==> src/rdc_pkg.sv <==
// shared types, constants, the digit glyph function and the radix clamp function of the radix digit converter
package rdc_pkg;

  localparam int VALUE_PORT_W = 64;
  localparam int RADIX_W = 6;
  localparam int CHAR_W = 7;

  typedef logic [RADIX_W-1:0] radix_t;
  typedef logic [CHAR_W-1:0] char_t;

  localparam radix_t RADIX_MIN = 6'd2;
  localparam radix_t RADIX_MAX = 6'd36;
  localparam radix_t RADIX_RESET = 6'd10;
  localparam radix_t DEC_LIMIT = 6'd10;
  localparam char_t CHAR_ZERO = 7'h30;
  localparam char_t CHAR_A = 7'h41;

  typedef enum logic [1:0] {
    B_IDLE,
    B_DIV,
    B_EMIT,
    B_READ
  } back_state_t;

  // remainder to ascii digit
  function automatic char_t glyph(input radix_t r);
    char_t c;
    if (r < DEC_LIMIT) begin
      c = CHAR_ZERO + {1'b0, r};
    end else begin
      c = CHAR_A + {1'b0, r - DEC_LIMIT};
    end
    return c;
  endfunction

  // limit a written radix to the legal range
  function automatic radix_t clamp_radix(input radix_t r);
    radix_t c;
    if (r < RADIX_MIN) begin
      c = RADIX_MIN;
    end else if (r > RADIX_MAX) begin
      c = RADIX_MAX;
    end else begin
      c = r;
    end
    return c;
  endfunction

endpackage

==> src/rdc_front.sv <==
// input side: two-entry queue of values, each tagged with the radix in force
module rdc_front import rdc_pkg::*; #(
  parameter int W = 64
) (
  input  logic         clk,
  input  logic         rst,
  input  logic         push,
  output logic         full,
  input  logic [W-1:0] value_in,
  input  radix_t       radix_in,
  output logic         item_valid,
  output logic [W-1:0] item_value,
  output radix_t       item_radix,
  input  logic         item_take
);

  logic [W-1:0] val_q [2];
  radix_t       rad_q [2];
  logic         wr_ptr;
  logic         rd_ptr;
  logic [1:0]   count;
  logic         wr_en;
  logic         rd_en;

  assign full = (count == 2'd2);
  assign wr_en = push && !full;
  assign rd_en = item_take && item_valid;
  assign item_valid = (count != 2'd0);
  assign item_value = val_q[rd_ptr];
  assign item_radix = rad_q[rd_ptr];

  always_ff @(posedge clk) begin
    if (rst) begin
      wr_ptr <= 1'b0;
      rd_ptr <= 1'b0;
      count <= 2'd0;
    end else begin
      if (wr_en) begin
        wr_ptr <= ~wr_ptr;
      end
      if (rd_en) begin
        rd_ptr <= ~rd_ptr;
      end
      case ({wr_en, rd_en})
        2'b10: count <= count + 2'd1;
        2'b01: count <= count - 2'd1;
        default: count <= count;
      endcase
    end
  end

  always_ff @(posedge clk) begin
    if (wr_en) begin
      val_q[wr_ptr] <= value_in;
      rad_q[wr_ptr] <= radix_in;
    end
  end

endmodule

==> src/rdc_div.sv <==
// bit-serial restoring divider by a small radix, one quotient bit per cycle
module rdc_div import rdc_pkg::*; #(
  parameter int W = 64
) (
  input  logic         clk,
  input  logic         rst,
  input  logic         start,
  input  logic [W-1:0] dividend,
  input  radix_t       divisor,
  output logic         done,
  output logic [W-1:0] quot,
  output radix_t       rem
);

  localparam int CW = $clog2(W + 1);

  logic [CW-1:0]    cnt;
  logic             busy;
  radix_t           dvs;
  logic [RADIX_W:0] trial;
  logic [RADIX_W:0] diff;
  logic             ge;

  assign trial = {rem, quot[W-1]};
  assign diff = trial - {1'b0, dvs};
  assign ge = (trial >= {1'b0, dvs});

  always_ff @(posedge clk) begin
    if (rst) begin
      busy <= 1'b0;
      done <= 1'b0;
      cnt <= '0;
    end else begin
      done <= busy && (cnt == CW'(1));
      if (start) begin
        busy <= 1'b1;
        cnt <= CW'(W);
      end else if (busy) begin
        cnt <= cnt - CW'(1);
        if (cnt == CW'(1)) begin
          busy <= 1'b0;
        end
      end
    end
  end

  // quotient bits shift in as dividend bits shift out
  always_ff @(posedge clk) begin
    if (start) begin
      quot <= dividend;
      rem <= '0;
      dvs <= divisor;
    end else if (busy) begin
      quot <= {quot[W-2:0], ge};
      rem <= ge ? diff[RADIX_W-1:0] : trial[RADIX_W-1:0];
    end
  end

endmodule

==> src/rdc_back.sv <==
// back end: repeated division into a digit stack, then digits out most significant first
module rdc_back import rdc_pkg::*; #(
  parameter int W = 64
) (
  input  logic         clk,
  input  logic         rst,
  input  logic         item_valid,
  input  logic [W-1:0] item_value,
  input  radix_t       item_radix,
  output logic         item_take,
  output logic         empty,
  input  logic         pop,
  output char_t       digit_char,
  output logic         last_digit
);

  localparam int NW = $clog2(W + 1);
  localparam int IW = $clog2(W);

  back_state_t  state;
  back_state_t  state_next;
  radix_t       cur_radix;
  logic [NW-1:0] n;
  logic [IW-1:0] k;
  radix_t       mem [W];
  radix_t       rd_data;
  logic         out_valid;

  logic         div_start;
  logic [W-1:0] div_dividend;
  radix_t       div_divisor;
  logic         div_done;
  logic [W-1:0] div_quot;
  radix_t       div_rem;
  logic         dig_wr;
  logic         rd_en;
  logic         out_load;

  rdc_div #(.W(W)) u_div (
    .clk      (clk),
    .rst      (rst),
    .start    (div_start),
    .dividend (div_dividend),
    .divisor  (div_divisor),
    .done     (div_done),
    .quot     (div_quot),
    .rem      (div_rem)
  );

  always_ff @(posedge clk) begin
    if (rst) begin
      state <= B_IDLE;
    end else begin
      state <= state_next;
    end
  end

  always_comb begin
    state_next = state;
    item_take = 1'b0;
    div_start = 1'b0;
    div_dividend = div_quot;
    div_divisor = cur_radix;
    dig_wr = 1'b0;
    rd_en = 1'b0;
    out_load = 1'b0;
    case (state)
      B_IDLE: begin
        if (item_valid) begin
          item_take = 1'b1;
          div_start = 1'b1;
          div_dividend = item_value;
          div_divisor = item_radix;
          state_next = B_DIV;
        end
      end
      B_DIV: begin
        if (div_done) begin
          dig_wr = 1'b1;
          if (div_quot == '0) begin
            state_next = B_EMIT;
          end else begin
            div_start = 1'b1;
          end
        end
      end
      B_EMIT: begin
        if (!out_valid) begin
          rd_en = 1'b1;
          state_next = B_READ;
        end
      end
      B_READ: begin
        out_load = 1'b1;
        state_next = (k == '0) ? B_IDLE : B_EMIT;
      end
      default: begin
        state_next = B_IDLE;
      end
    endcase
  end

  always_ff @(posedge clk) begin
    if (item_take) begin
      cur_radix <= item_radix;
      n <= '0;
    end else if (dig_wr) begin
      n <= n + NW'(1);
      // the stack top becomes the first digit to send
      k <= n[IW-1:0];
    end else if (out_load) begin
      k <= k - IW'(1);
    end
  end

  always_ff @(posedge clk) begin
    if (dig_wr) begin
      mem[n[IW-1:0]] <= div_rem;
    end
    if (rd_en) begin
      rd_data <= mem[k];
    end
  end

  always_ff @(posedge clk) begin
    if (rst) begin
      out_valid <= 1'b0;
    end else if (out_load) begin
      out_valid <= 1'b1;
    end else if (pop) begin
      out_valid <= 1'b0;
    end
  end

  always_ff @(posedge clk) begin
    if (out_load) begin
      digit_char <= glyph(rd_data);
      last_digit <= (k == '0);
    end
  end

  assign empty = !out_valid;

endmodule

==> src/radix_digit_converter.sv <==
// top level of the radix digit converter: radix register, input queue and conversion engine
//
// usage:
//   input: push a 64-bit value while full is low; only the low VALUE_WIDTH bits count.
//   results: while empty is low, digit_char holds an ascii digit ('0'-'9', 'A'-'Z')
//   and last_digit marks the least significant digit; pop takes it. digits come
//   most significant first, zero gives a single '0', no leading zeros.
//   config: cfg_valid/cfg_ready write radix (2..36, out-of-range writes clamp);
//   cfg_ready is always high. write it only while the block is idle.
// timing:
//   each digit costs one bit-serial division, the next division starting on the cycle the
//   last one finishes. after the last division each digit is read from the stack in
//   B_EMIT into a register and loaded into the output register in B_READ; a new value
//   is taken only once the least significant digit of the last one is loaded.
// reset: radix returns to 10, the input queue and output register empty.
// stall: the output register holds its digit until popped; the engine waits,
//   the two-entry input queue keeps accepting until full.
module radix_digit_converter import rdc_pkg::*; #(
  parameter int VALUE_WIDTH = 64
) (
  input  logic                    clk,
  input  logic                    rst,
  input  logic                    push,
  output logic                    full,
  input  logic [VALUE_PORT_W-1:0] value,
  input  logic                    cfg_valid,
  output logic                    cfg_ready,
  input  radix_t                  radix,
  output logic                    empty,
  input  logic                    pop,
  output char_t                   digit_char,
  output logic                    last_digit
);

  radix_t                 radix_reg;
  logic                   item_valid;
  logic [VALUE_WIDTH-1:0] item_value;
  radix_t                 item_radix;
  logic                   item_take;

  assign cfg_ready = 1'b1;

  always_ff @(posedge clk) begin
    if (rst) begin
      radix_reg <= RADIX_RESET;
    end else if (cfg_valid && cfg_ready) begin
      radix_reg <= clamp_radix(radix);
    end
  end

  rdc_front #(.W(VALUE_WIDTH)) u_front (
    .clk        (clk),
    .rst        (rst),
    .push       (push),
    .full       (full),
    .value_in   (value[VALUE_WIDTH-1:0]),
    .radix_in   (radix_reg),
    .item_valid (item_valid),
    .item_value (item_value),
    .item_radix (item_radix),
    .item_take  (item_take)
  );

  rdc_back #(.W(VALUE_WIDTH)) u_back (
    .clk        (clk),
    .rst        (rst),
    .item_valid (item_valid),
    .item_value (item_value),
    .item_radix (item_radix),
    .item_take  (item_take),
    .empty      (empty),
    .pop        (pop),
    .digit_char (digit_char),
    .last_digit (last_digit)
  );

endmodule
==> config.mk <==
export PLATFORM = sky130hd
export DESIGN_NAME = radix_digit_converter
export DESIGN_NICKNAME = d
export VERILOG_FILES = /design/src/rdc_pkg.sv /design/src/rdc_front.sv /design/src/rdc_div.sv /design/src/rdc_back.sv /design/src/radix_digit_converter.sv
export SDC_FILE = /design/constraint.sdc
export NUM_CORES = 1
export LEC_CHECK = 0
export BUFFER_PORTS_ARGS = -buffer_cell sky130_fd_sc_hd__buf_2
export CAP_MARGIN = 20
export CORE_UTILIZATION = 40
export CTS_BUF_LIST = sky130_fd_sc_hd__clkbuf_16
export DETAILED_ROUTE_END_ITERATION = 7
export PLACE_DENSITY_LB_ADDON = 0.25
export REMOVE_ABC_BUFFERS = 1
export SKIP_LAST_GASP = 1
export SLEW_MARGIN = 20
export SYNTH_ARGS = -nofsm -noshare
export SYNTH_HDL_FRONTEND = slang
export SYNTH_HIERARCHICAL = 1
export SYNTH_SLANG_ARGS = --single-unit
==> constraint.sdc <==
create_clock -name clk -period 8.2 [get_ports clk]
set_clock_uncertainty 0.15 [all_clocks]
set_input_delay 0.82 -clock clk [delete_from_list [all_inputs] [get_ports clk]]
set_output_delay 0.82 -clock clk [all_outputs]
set_load 0.005 [all_outputs]
==> results.yml <==
timing:
  finalSetupViolCount: 0
  hold_viol_final: 0
  layout_setup_ws_ns: 4.45
  period_needed_ns: 3.75
  max-slew-margin-rel: 0.310
  finalSetupTns_ns: 0
  slew_viol_final: 0
  min_period_over_period: 0.458
  rsz0062_at_grt: "false"
  worst_pin_slew_ns: 1.03
  max_freq_mhz: 266
clock_network:
  h-tree-depth: 3
  worstSkewPairLatency_ns: 0.61
  clock_path_buffers: 3
  ctsHoldBuffers: 0
  cts_tree: "built"
  cts.clk_slew.worst_paths_ns: 0.06
  cts.sinks: 655
  numCtsBuffers: 70
  post_cts_buffers: 0
  cts_root_buf: "clkbuf_16"
  ctsResizeCount: 0
place:
  dpl_worst_slack_ns: 4.33
  place_congestion: 0.776
  io_buffers: 84
  dp_cells: 2422
  post-dp-hpwl_um: 34200
global_routing:
  busiest_layer: "met2"
  grt_max_degree: 73
  grt_pass1_vias: 14109
  met3_usage: 0.0376
  use_met2: 0.267
  grt_remaining_overflow: 0
  grt_pass1_wl_um: 85800
  grt_use_met1: 0.213
  grt_use_total: 0.163
  antenna_found_initial: 7
route:
  wire_per_inst_um: 21.8
  routed_wl_um: 55400
  first_pass_iters: 7
  drc: 0
  via_per_inst: 5.37
  ant_nets: 0
  drt_iter0_drc: 1006
  via_count: 13681
die:
  die_w_um: 263
  die_area_mm2: 0.0691
  ios: 86
  num_rows: 95
  die_h_um: 263
  initial_core_util: 0.405
  core_area_mm2: 0.0673
yosys:
  synth_cell_type_count: 61
  synth_seq_area_share: 0.710
  ys_ff_latch: 655
  synth_area_mm2: 0.0272
  synth_top_flop_cell: "edfxtp_1"
  synth_edf_count: 620
  synth_commonest_cells: "edfxtp_1, mux2_2, nor2_1"
  ys_async_sr_fraction: 0
  syn_inst: 1528
  synthTopCellsByArea: "edfxtp_1, mux2_2, mux4_2"
  avgSynthCellArea_um2: 17.8
  yosys.area.top_type: "edfxtp_1"
  synth.most_common_cell: "edfxtp_1"
  synth_top_area_share: 0.684
  yosysWarnings: 6
flow_run:
  max_cap_viol_count: 0
final_layout:
  stdcell_count: 2549
  drive_above_1_share: 0.320
  nFillCells: 5778
  largest_reg_flops: 384
  area_growth_pct: 12.8
  nets: 1714
setup_path:
  crit_path_start_kind: "register"
  end_kind: "register"
  cp.required_ns: 8.48
  arrival_ns: 4.03
  crit_type: "reg2reg"
  critPathMaxFanout: 59
pwr:
  peakVddDrop_v: 0.000219
  p_leak_nw: 10.1
  power_density_mw_per_mm2: 315
outcome:
  status: "finished clean"
hold_path:
  hold_path_class: "in2reg"
[where the power goes]
group          internal [mW]  switching, mW  total [mW]
Clock                   1.83           1.26        3.09
Combinational          0.907           1.00        1.91
Sequential              4.42          0.260        4.68
Total                   7.16           2.52        9.68
[layout make-up]
type,count,area [µm²],area share
Timing Repair Buffer,105,598,0.0195
Tap cell,873,1090,0.0356
Multi-Input combinational cell,758,7330,0.238
Clock inverter,54,479,0.0156
Clock buffer,71,1780,0.0578
Inverter,32,120,0.00391
Sequential cell,655,19300,0.629
Antenna cell,1,2.50,0.0000814
[layout by cell type, fill, tap and decap left out, drive strengths merged, types with 10 or more instances in the layout]
cell type / n
clkbuf: 71
buf: 105
ha: 16
clkinv: 29
inv: 48
mux4: 93
xnor2: 16
a22oi: 13
a21oi: 30
a211oi: 13
o21ai: 23
mux2: 222
dfxtp: 35
xor2: 10
edfxtp: 620
nor4: 19
nor2b: 15
nor2: 108
nand3: 10
nand2b: 11
mux2i: 12
nand2: 57
[kinds of logic (layout without fill, tap and decap cells)]
| group | after synthesis | count (layout) | share of synthesized area |
|---|---|---|---|
| mux | 327 | 327 | 0.175 |
| compound gates | 122 | 122 | 0.0300 |
| flops | 655 | 655 | 0.710 |
| buf+inv | 115 | 262 | 0.0225 |
| simple gates | 265 | 265 | 0.0464 |
| other cells | 1 | 2 | 0.000138 |
| xor+xnor | 26 | 26 | 0.00836 |
| fa+ha+maj | 17 | 17 | 0.00809 |
[per-stage QoR]
stage	hold WS [ns]	cell area, µm²	utilization	total power [mW]
CTS	0.211	30700	0.456	9.80
detailed placement	0.298	28400	0.423	6.69
floorplan	0.275	26700	-	6.19
finish	0.254	30700	0.457	9.68
global placement	0.284	28400	0.423	6.63
global route	0.216	30700	0.457	10.1
[critical path, cell delays in order (launching register included)]
cell and delay [ns]:
edfxtp_1 0.91, buf_4 0.87, mux2_2 0.31, o21ai_0 0.09, o31ai_1 0.78, a21oi_1 0.13
o32ai_1 0.30
[per-layer routing]
metal,wire length (µm),vias to the layer above,share of wire
li1,-,6241,-
met3,3100,101,0.056
met2,27100,320,0.49
met1,23700,7007,0.43
met4,1440,12,0.026
met5,77,-,0.0014
[final timing paths]
| check | start | end | slack, ns | cells past startpoint |
|---|---|---|---|---|
| setup reg to reg | u_back/k[0] | u_back/rd_data[2] | 4.45 | 6 |
| setup / recovery | u_back/k[0] | u_back/rd_data[2] | 4.45 | 6 |
| hold reg to reg | radix_reg[4] | u_front/rad_q[0][4] | 0.31 | 0 |
| hold / removal | value[21] | u_front/val_q[0][21] | 0.25 | 1 |
(Power assumes the default switching activity.)
